### src/rtl/core/sebfr_pkg.sv
// Package for the STX/ETX frame receiver with XOR block check.
// Holds the marker byte constants and the result record type.
// Depends on nothing; used by sebfr_deframer and the top level.
`default_nettype none

package sebfr_pkg;

   localparam logic [7:0] MARK_START = 8'h02;
   localparam logic [7:0] MARK_END   = 8'h03;

   localparam logic [5:0] MAX_PAYLOAD_RESET = 6'd20;

   typedef struct packed {
      logic       overflow;
      logic       check_fail;
      logic [5:0] frame_length;
      logic       frame_ok;
      logic [7:0] store_data;
      logic [4:0] store_index;
      logic       store_valid;
   } result_type;

endpackage

`default_nettype wire

### src/rtl/core/stx_etx_bcc_frame_receiver.sv
// Top level of the STX/ETX frame receiver with XOR block check: the input
// register, the result register and the stream handshake around them.
// Depends on sebfr_pkg and sebfr_deframer.
//
// The req stream carries one received byte per transaction. The rsp stream
// returns exactly one result transaction per byte: a payload buffer write,
// a good-frame report with its length, a check failure, or an all-zero
// record for marker bytes. A payload write that reaches the limit also
// raises overflow and restarts the receiver.
// The csr port writes the payload limit; write it only while no
// transaction is in flight.
// A byte passes through the input register, then the frame state update and
// decode into the result register. Throughput is one byte per cycle while
// the rsp side does not stall, as the frame state updates once per byte.
// When the rsp side stalls, the result register holds its transaction and
// the input register still takes one more byte; req_tready then drops
// until rsp_tready returns.
// Reset clears both registers' valid flags, the frame state, and sets the
// payload limit to 20.
`default_nettype none

module stx_etx_bcc_frame_receiver #(
   parameter int BUF_DEPTH = 32
) (
   input  wire         clock,
   input  wire         reset,
   input  wire         req_tvalid,
   output logic        req_tready,
   input  wire  [7:0]  req_tdata,   // [7:0] rx_byte
   output logic        rsp_tvalid,
   input  wire         rsp_tready,
   output logic [23:0] rsp_tdata,   // [4:0] store_index, [12:5] store_data,
                                    // [18:13] frame_length, [23:19] zero
   output logic [3:0]  rsp_tuser,   // [0] store_valid, [1] frame_ok,
                                    // [2] check_fail, [3] overflow
   input  wire         csr_wr_en,
   input  wire  [5:0]  csr_wr_data
);

   logic                  in_valid_ff;
   logic [7:0]            in_byte_ff;
   logic                  out_valid_ff;
   sebfr_pkg::result_type out_ff;
   sebfr_pkg::result_type result;
   logic                  advance;

   assign advance    = !out_valid_ff || rsp_tready;
   assign req_tready = !in_valid_ff || advance;

   sebfr_deframer #(
      .BUF_DEPTH(BUF_DEPTH)
   ) u_deframer (
      .clock       (clock),
      .reset       (reset),
      .csr_wr_en   (csr_wr_en),
      .csr_wr_data (csr_wr_data),
      .step        (in_valid_ff && advance),
      .rx_byte     (in_byte_ff),
      .result      (result)
   );

   always_ff @(posedge clock) begin
      if (reset) begin
         in_valid_ff <= 1'b0;
      end else if (req_tready) begin
         in_valid_ff <= req_tvalid;
      end
   end

   always_ff @(posedge clock) begin
      if (req_tready && req_tvalid) begin
         in_byte_ff <= req_tdata;
      end
   end

   always_ff @(posedge clock) begin
      if (reset) begin
         out_valid_ff <= 1'b0;
      end else if (advance) begin
         out_valid_ff <= in_valid_ff;
      end
   end

   always_ff @(posedge clock) begin
      if (advance && in_valid_ff) begin
         out_ff <= result;
      end
   end

   assign rsp_tvalid = out_valid_ff;
   assign rsp_tdata  = {5'd0, out_ff.frame_length, out_ff.store_data, out_ff.store_index};
   assign rsp_tuser  = {out_ff.overflow, out_ff.check_fail, out_ff.frame_ok,
                        out_ff.store_valid};

`ifndef SYNTHESIS
   a_one_kind: assert property (@(posedge clock) disable iff (reset)
      rsp_tvalid |-> $onehot0({out_ff.store_valid, out_ff.frame_ok, out_ff.check_fail}))
      else $error("result carries more than one kind");

   a_overflow_on_store: assert property (@(posedge clock) disable iff (reset)
      (rsp_tvalid && out_ff.overflow) |-> out_ff.store_valid)
      else $error("overflow reported without a payload write");

   a_length_on_ok: assert property (@(posedge clock) disable iff (reset)
      (rsp_tvalid && out_ff.frame_length != 6'd0) |-> out_ff.frame_ok)
      else $error("frame length reported without a good frame");

   a_held_byte_kept: assert property (@(posedge clock) disable iff (reset)
      (in_valid_ff && !advance) |=> (in_valid_ff && $stable(in_byte_ff)))
      else $error("stalled input byte was lost or changed");
`endif

endmodule

`default_nettype wire

### src/rtl/core/sebfr_deframer.sv
// Deframer core: frame state registers, payload limit register and the
// per-byte decode that forms one result record.
// Depends on sebfr_pkg.
`default_nettype none

module sebfr_deframer #(
   parameter int BUF_DEPTH = 32
) (
   input  wire                      clock,
   input  wire                      reset,
   input  wire                      csr_wr_en,
   input  wire [5:0]                csr_wr_data,
   input  wire                      step,
   input  wire [7:0]                rx_byte,
   output sebfr_pkg::result_type    result
);

   localparam int CNT_W = $clog2(BUF_DEPTH + 1);
   localparam int LIM_W = (CNT_W > 6) ? CNT_W : 6;
   localparam logic [LIM_W-1:0] DEPTH_LIM = LIM_W'(BUF_DEPTH);

   logic [5:0]       max_payload_ff;
   logic [CNT_W-1:0] count_ff, count_in;
   logic [7:0]       check_ff, check_in;
   logic             started_ff, started_in;
   logic             end_seen_ff, end_seen_in;

   logic [LIM_W-1:0] limit;
   logic [LIM_W-1:0] count_ext;
   logic [LIM_W-1:0] count_inc;

   always_comb begin
      limit = LIM_W'(max_payload_ff);
      if (max_payload_ff == 6'd0 || limit > DEPTH_LIM) begin
         limit = DEPTH_LIM;
      end
      count_ext = LIM_W'(count_ff);
      count_inc = count_ext + LIM_W'(1);
   end

   always_comb begin
      result      = '0;
      count_in    = count_ff;
      check_in    = check_ff;
      started_in  = started_ff;
      end_seen_in = end_seen_ff;
      priority if (rx_byte == sebfr_pkg::MARK_START && !end_seen_ff) begin
         count_in    = '0;
         check_in    = '0;
         started_in  = 1'b1;
         end_seen_in = 1'b0;
      end else if (rx_byte == sebfr_pkg::MARK_END && started_ff && !end_seen_ff) begin
         end_seen_in = 1'b1;
      end else if (end_seen_ff && started_ff) begin
         if (check_ff == rx_byte) begin
            result.frame_ok     = 1'b1;
            result.frame_length = count_ext[5:0];
         end else begin
            result.check_fail = 1'b1;
         end
         count_in    = '0;
         check_in    = '0;
         started_in  = 1'b0;
         end_seen_in = 1'b0;
      end else begin
         result.store_valid = 1'b1;
         result.store_index = count_ext[4:0];
         result.store_data  = rx_byte;
         count_in           = count_inc[CNT_W-1:0];
         check_in           = check_ff ^ rx_byte;
         if (count_inc >= limit) begin
            result.overflow = 1'b1;
            count_in        = '0;
            check_in        = '0;
            started_in      = 1'b0;
            end_seen_in     = 1'b0;
         end
      end
   end

   always_ff @(posedge clock) begin
      if (reset) begin
         max_payload_ff <= sebfr_pkg::MAX_PAYLOAD_RESET;
      end else if (csr_wr_en) begin
         max_payload_ff <= csr_wr_data;
      end
   end

   always_ff @(posedge clock) begin
      if (reset) begin
         count_ff    <= '0;
         check_ff    <= '0;
         started_ff  <= 1'b0;
         end_seen_ff <= 1'b0;
      end else if (step) begin
         count_ff    <= count_in;
         check_ff    <= check_in;
         started_ff  <= started_in;
         end_seen_ff <= end_seen_in;
      end
   end

`ifndef SYNTHESIS
   a_end_needs_start: assert property (@(posedge clock) disable iff (reset)
      end_seen_ff |-> started_ff)
      else $error("end marker flag set without a start marker");

   a_count_below_limit: assert property (@(posedge clock) disable iff (reset)
      count_ff < BUF_DEPTH)
      else $error("payload count reached the buffer depth");

   a_restart_after_check: assert property (@(posedge clock) disable iff (reset)
      (step && end_seen_ff) |=> (count_ff == '0 && check_ff == 8'h00 && !started_ff))
      else $error("receiver did not restart after the check byte");
`endif

endmodule

`default_nettype wire
### config.mk
export PLATFORM = sky130hd
export DESIGN_NAME = stx_etx_bcc_frame_receiver
export DESIGN_NICKNAME = d
export VERILOG_FILES = /design/src/rtl/core/sebfr_pkg.sv /design/src/rtl/core/stx_etx_bcc_frame_receiver.sv /design/src/rtl/core/sebfr_deframer.sv
export SDC_FILE = /design/constraint.sdc
export NUM_CORES = 1
export LEC_CHECK = 0
export BUFFER_PORTS_ARGS = -buffer_cell sky130_fd_sc_hd__buf_2
export CORE_ASPECT_RATIO = 1.5
export CORE_MARGIN = 8
export CORE_UTILIZATION = 40
export CTS_CLUSTER_DIAMETER = 40
export DETAILED_ROUTE_END_ITERATION = 10
export PLACE_DENSITY = 0.67
export SYNTH_ARGS = -nofsm -noshare
export SYNTH_HDL_FRONTEND = slang
export SYNTH_SLANG_ARGS = --single-unit
### constraint.sdc
create_clock -name clock -period 2.5 [get_ports clock]
set_input_delay 0.75 -clock clock [delete_from_list [all_inputs] [get_ports clock]]
set_output_delay 0.75 -clock clock [all_outputs]
set_load 0.1 [all_outputs]
==> metrics.md, run 1 <==
| Metric | Value |
|---|---|
| H-tree Lvls | `2` |
| Fin. Hold Viols | `0` |
| GRT met3 Usage | `2.88%` |
| Worst hold margin | `0.521 ns` |
| Initial core utilization | `40.8%` |
| Total wire length | `4160 microns` |
| Antenna violations before repair | `0` |
| Clock sink count | `55` |
| GRT Max-Usage Layer | `met2` |
| I/O Buffers | `43` |
| Clock Skews | `0.00967 ns` |
| Run status | `finished clean` |
| Commonest non-fill, non-tap cell in the layout | `buf_2` |
| Post-Route Setup TNS | `0 ns` |
| Synth-to-layout area growth | `15.7%` |
| Hpwl dp | `3230 microns` |
| Seq pwr share | `54.3%` |
| Post-synthesis sequential area ratio | `56.9%` |
| Via count | `1,612` |
| WL per Instance | `12.5 microns` |
| CTS tree | `yes` |
| Most frequent cells in the layout | `43 x buf_2, 31 x edfxtp_1, 29 x nor2b_1` |
| Storage cell area | `1420 sq um` |
| Cells after Synth | `210` |
| CP required | `2.74 ns` |
| Remaining DRCs | `0` |
| Post-DP Area | `2760 sq um` |
| Ys async rst share | `0%` |
| Crit-path max FO | `10` |
| Max VDD drop | `275 uV` |
| NumNets Final | `283` |
| Antenna cells | `0` |
| Design area | `2870 sq um` |
| Area of the multi-input gates | `986 sq um` |
| M1 GR Usage | `11.1%` |
| Max_cap viols | `0` |
| Cts hold-fix bufs | `0` |
| Site Rows | `35` |
| Syn avg cell area | `11.8 sq um` |
| DRT antenna net count | `0` |
| # Post-CTS Setup Buffers | `0` |
| YS warnings | `0` |
| Largest net degree at the start of global routing | `24` |
| #FFs+latches synth | `55` |
| Number of global-route vias before repair | `1,676` |
| First-pass GRT wire length | `7170 microns` |
| DR iter-0 viols | `95` |
| Setup WS post-layout | `0.212 ns` |
| GP Congestion | `0.782` |
| Peak Freq | `0.437 GHz` |
| Period Utilization, post-route | `91.5%` |
| Lkg Pwr | `1.20 nW` |
| Max incr delay on CP | `0.38 ns` |
| GRT Total Usage | `9.78%` |
| Fin util | `47.2%` |
| Count of cell types in the netlist | `39` |
| Hold Path Class | `flip-flop to flip-flop` |
| RSZ-0062 raised after global routing | `no` |
| Slew Limit Fails | `0` |
| Die area | `9030 sq um` |
| Placed cells | `324` |
| Min cycle time layout | `2.29 ns` |
| Slowest-stage cell, CP | `dfxtp_2` |
| Initial DRT Pass Iterations | `4` |
| Total core area | `6090 sq um` |
| Vias per inst | `4.86` |
| CP Class | `flip-flop to flip-flop` |
| CTS Buf Count | `5` |
| Critical path buffer and inverter count | `1` |
| Die Y | `112 microns` |
| Layout fillers | `571` |
| Worst skew pair latency | `0.30 ns` |
| Bufs on Longest Clock Path | `2` |
| Worst path cell trace | `nand3_1, nor2_1, xor2_1, ha_1, a21oi_1, o2111ai_1, o21bai_1, buf_4, o31ai_1, a22o_1` |
| Total grt overflow | `0` |
| Clock power share | `29.7%` |
| Switch Pwr | `0.533 mW` |
| Setup crit end kind | `flip-flop` |
| Tot Pwr | `1.92 mW` |
| Dominant synthesized flop cell | `edfxtp_1` |
| Total I/O pin count | `49` |
| Final Setup Violations | `0` |
| Synthesized area | `2480 sq um` |
| Post-synth EDFFs | `31` |
| Internal | `1.39 mW` |
| Met2 GRT Util | `15.8%` |
| Layout cells sized above 1 | `24.4%` |
| Reg clk slew, reported paths | `0.09 ns` |
| Dpl ws | `0.142 ns` |
| CP delay by family, top | `compound AO/OA/AOI/OAI gates` |
| Power Density | `669 nW/um^2` |
| Crit path launch type | `flip-flop` |
| Clock Tree Root | `clkbuf_8` |
| Switching Share | `27.8%` |
| Die width | `80.3 microns` |
| Comb pwr share | `16.0%` |
| Data arrival, critical path | `2.53 ns` |
| Final non-filler cell total | `332` |
-- routing by layer --
layer	vias up	share of wire (%)
met5	-	0
met1	730	45
met4	0	2.3
met3	6	6.6
li1	839	-
met2	37	46
-- sequential cells by signal, summed over array words and instances (netlist names) --
register	cells
in_byte_ff	8
u_deframer.started_ff	1
in_valid_ff	1
u_deframer.end_seen_ff	1
u_deframer.max_payload_ff	6
u_deframer.check_ff	8
rsp_tvalid	1
rsp_tuser	4
rsp_tdata	19
u_deframer.count_ext	6
-- power by group through the flow --
stage / combinational [mW] / sequential (mW) / clock (mW)
3_5_place_dp: 0.309 / 1.06 / 0
2_1_floorplan: 0.150 / 1.17 / 0
5_1_grt: 0.329 / 1.05 / 0.626
6_report: 0.307 / 1.04 / 0.571
3_3_place_gp: 0.305 / 1.06 / 0
4_1_cts: 0.309 / 1.04 / 0.590
-- what timing repair did --
item,4_1_cts,5_1_grt
endpoints found under the setup margin,0,8
gates resized for setup,0,2
endpoints found under the hold margin,0,0
-- Yosys cell counts, drive strengths merged, types with 2 or more instances --
master	n	area share, %
nand2	7	1.1
a22o	12	4.2
o31ai	8	2.4
nor2b	29	7.3
and2	8	2.0
nor3	2	0.40
clkbuf	3	0.45
xnor2	2	0.71
mux2i	4	1.6
nand2b	6	1.5
buf	10	3.2
nor4	2	0.50
dfxtp	24	19
inv	2	0.30
a211o	2	0.71
a21oi	8	1.6
edfxtp	31	38
nand4	2	0.50
nand3	2	0.40
nor2	16	2.5
ha	7	3.5
xor2	10	3.5
-- area by class of cell --
cell class | instances | area share [%]
Sequential cell | 55 | 49.3
Clock buffer | 6 | 2.53
Tap cell | 74 | 3.22
Multi-Input combinational cell | 144 | 34.3
Inverter | 2 | 0.261
Clock inverter | 2 | 1.31
Timing Repair Buffer | 49 | 9.06
-- cells by family (layout without fill, tap and decap cells) --
group | count (synthesis) | count (layout) | share of synthesized area, %
fa+ha+maj | 7 | 7 | 3.53
xor+xnor | 12 | 12 | 4.24
compound gates | 39 | 39 | 12.0
simple gates | 76 | 76 | 17.1
other cells | 1 | 5 | 0.151
buf+inv | 15 | 59 | 3.98
mux | 5 | 5 | 2.07
flops | 55 | 55 | 56.9
-- final timing paths --
path / start / depth (start not counted) / slack (ns) / to
worst max register to register: u_deframer.count_ext[0]$_SDFFE_PP0P_ / 10 / 0.21 / u_deframer.check_ff[3]$_SDFFE_PP0P_
worst min register to register: u_deframer.count_ext[1]$_SDFFE_PP0P_ / 1 / 0.52 / u_deframer.count_ext[1]$_SDFFE_PP0P_
worst max-delay path: u_deframer.count_ext[0]$_SDFFE_PP0P_ / 10 / 0.21 / u_deframer.check_ff[3]$_SDFFE_PP0P_
worst min-delay path: u_deframer.count_ext[1]$_SDFFE_PP0P_ / 1 / 0.52 / u_deframer.count_ext[1]$_SDFFE_PP0P_
(Power assumes the default switching activity.)
==> inputs of run 2 (changes only) <==
CORE_UTILIZATION = 45   (was 40)
PLACE_DENSITY = 0.73   (was 0.67)
REMOVE_ABC_BUFFERS = 1   (was default)
==> run 2 against run 1 <==
Against the previous run:
- hold slack gained 0.0035 ns
- register-to-register slack lost 0.04 ns
- global-route usage increased by 0.41 points
- first-iteration DRC count shrank 15%
- critical path depth is the same
- via count increased by 0.99%
- largest power group unchanged
- sequential power about the same
- cell count is 0.90% lower
- sequential share of layout area down 0.32 points
- core utilization grew 6.2 points
- die area fell by 9.3%
- cell area increased by 0.57%
==> metrics.md, run 2 (synthesis results as in run 1) <==
| Metric | Value |
|---|---|
| Run status | `finished clean` |
| Total grt overflow | `0` |
| Total core area | `5410 sq um` |
| Placed cells | `321` |
| Max FFs per register | `19` |
| NumNets Final | `284` |
| Total wire length | `4050 microns` |
| Lkg Pwr | `1.21 nW` |
| First-pass GRT wire length | `7040 microns` |
| # Post-CTS Setup Buffers | `0` |
| Crit-path max FO | `10` |
| Peak Freq | `0.430 GHz` |
| Bufs on Longest Clock Path | `2` |
| Initial core utilization | `45.9%` |
| Remaining DRCs | `0` |
| H-tree Lvls | `2` |
| M1 GR Usage | `10.6%` |
| GP Congestion | `0.807` |
| Slew Limit Fails | `0` |
| Die width | `76.6 microns` |
| GRT Total Usage | `10.2%` |
| Vias per inst | `4.95` |
| Hold Path Class | `flip-flop to flip-flop` |
| Antenna cells | `0` |
| RSZ-0062 raised after global routing | `no` |
| CP Class | `flip-flop to flip-flop` |
| Period Utilization, post-route | `93.0%` |
| GRT Max-Usage Layer | `met2` |
| Tot Pwr | `1.94 mW` |
| Data arrival, critical path | `2.57 ns` |
| GRT met3 Usage | `3.43%` |
| Reg clk slew, reported paths | `0.10 ns` |
| Min cycle time layout | `2.33 ns` |
| Commonest non-fill, non-tap cell in the layout | `buf_2` |
| Via count | `1,628` |
| DRT antenna net count | `0` |
| Most frequent cells in the layout | `43 x buf_2, 31 x edfxtp_1, 29 x nor2b_1` |
| CP required | `2.75 ns` |
| CTS tree | `yes` |
| Site Rows | `33` |
| Final Setup Violations | `0` |
| Largest net degree at the start of global routing | `24` |
| Layout fillers | `481` |
| Worst skew pair latency | `0.30 ns` |
| Initial DRT Pass Iterations | `4` |
| CTS Buf Count | `5` |
| Clock Tree Root | `clkbuf_8` |
| Clock sink count | `55` |
| Max VDD drop | `277 uV` |
| Clock Skews | `0.00946 ns` |
| Met2 GRT Util | `17.9%` |
| Number of global-route vias before repair | `1,628` |
| I/O Buffers | `43` |
| Total I/O pin count | `49` |
| Fin. Hold Viols | `0` |
| Die area | `8190 sq um` |
| Antenna violations before repair | `0` |
| Die Y | `107 microns` |
| Synth-to-layout area growth | `16.4%` |
| DR iter-0 viols | `81` |
| Hpwl dp | `3150 microns` |
| Setup crit end kind | `flip-flop` |
| Crit path launch type | `flip-flop` |
| Layout cells sized above 1 | `25.5%` |
| Max_cap viols | `0` |
| WL per Instance | `12.3 microns` |
| Final non-filler cell total | `329` |
| Power Density | `670 nW/um^2` |
-- run 2: cell types whose count changed in the layout (fill, tap and decap cells not counted), sizes merged --
| cell | delta |
|---|---|
| buf | +1 |
| inv | +1 |
| clkinv | +1 |
| clkbuf | -1 |
| clkinvlp | -1 |
-- run 2: report_power, final --
part	total [mW]	internal (mW)	leakage (nW)	switching, mW
registers	1.04	1.01	0.491	0.0364
logic	0.308	0.0843	0.660	0.223
clock network	0.587	0.304	0.0587	0.283
total	1.94	1.39	1.21	0.543
-- run 2: path summary, 6_finish.rpt --
check	start	endpoint	slack, ns	depth (start not counted)
worst max-delay path	u_deframer.count_ext[0]$_SDFFE_PP0P_	u_deframer.check_ff[3]$_SDFFE_PP0P_	0.17	10
worst min-delay path	u_deframer.count_ext[1]$_SDFFE_PP0P_	u_deframer.count_ext[1]$_SDFFE_PP0P_	0.52	1
worst max register to register	u_deframer.count_ext[0]$_SDFFE_PP0P_	u_deframer.check_ff[3]$_SDFFE_PP0P_	0.17	10
worst min register to register	u_deframer.count_ext[1]$_SDFFE_PP0P_	u_deframer.count_ext[1]$_SDFFE_PP0P_	0.52	1
-- run 2: area by class of cell --
| type | instances | area, sq um | area share [%] |
|---|---|---|---|
| clock buffers | 5 | 68.8 | 2.38 |
| inverters | 2 | 7.51 | 0.260 |
| well taps | 70 | 87.6 | 3.03 |
| repair buffers | 50 | 268 | 9.27 |
| flip-flops and latches | 55 | 1410 | 49.0 |
| clock inverters | 3 | 47.5 | 1.65 |
| multi-input cells | 144 | 995 | 34.4 |
-- run 2: worst max-delay path, cell delays in order (launching register included) --
cell and delay, ns:
dfxtp_2 0.39, nand3_1 0.13, nor2_1 0.17, xor2_1 0.22
ha_1 0.31, a21oi_2 0.18, o2111ai_1 0.12, o21bai_1 0.19
buf_4 0.19, o31ai_1 0.22, a22o_1 0.17
-- run 2: timing repair --
item,in CTS,in global routing
resized for setup,0,4
hold buffers,0,0
setup endpoints to repair,0,9
endpoints found under the hold margin,0,0
-- run 2: per-stage QoR --
stage                     utilization (%)  hold WS (ns)  TNS [ns]  setup slack (ns)  instance area [sq um]
final                                53.4         0.524         0             0.175                   2890
after global routing                 53.4         0.551         0            0.0306                   2890
after CTS                            53.2         0.526         0            0.0783                   2880
after detailed placement             51.0         0.503         0             0.115                   2760
after global placement               51.0         0.493         0             0.247                   2760
after floorplan                         -         0.476    -0.736           -0.0860                   2400
-- run 2: layer usage --
layer | routed length [microns] | share of wire [%]
met1 | 1710 | 42
met2 | 2040 | 50
met3 | 247 | 6.1
met4 | 49 | 1.2
met5 | 0 | 0
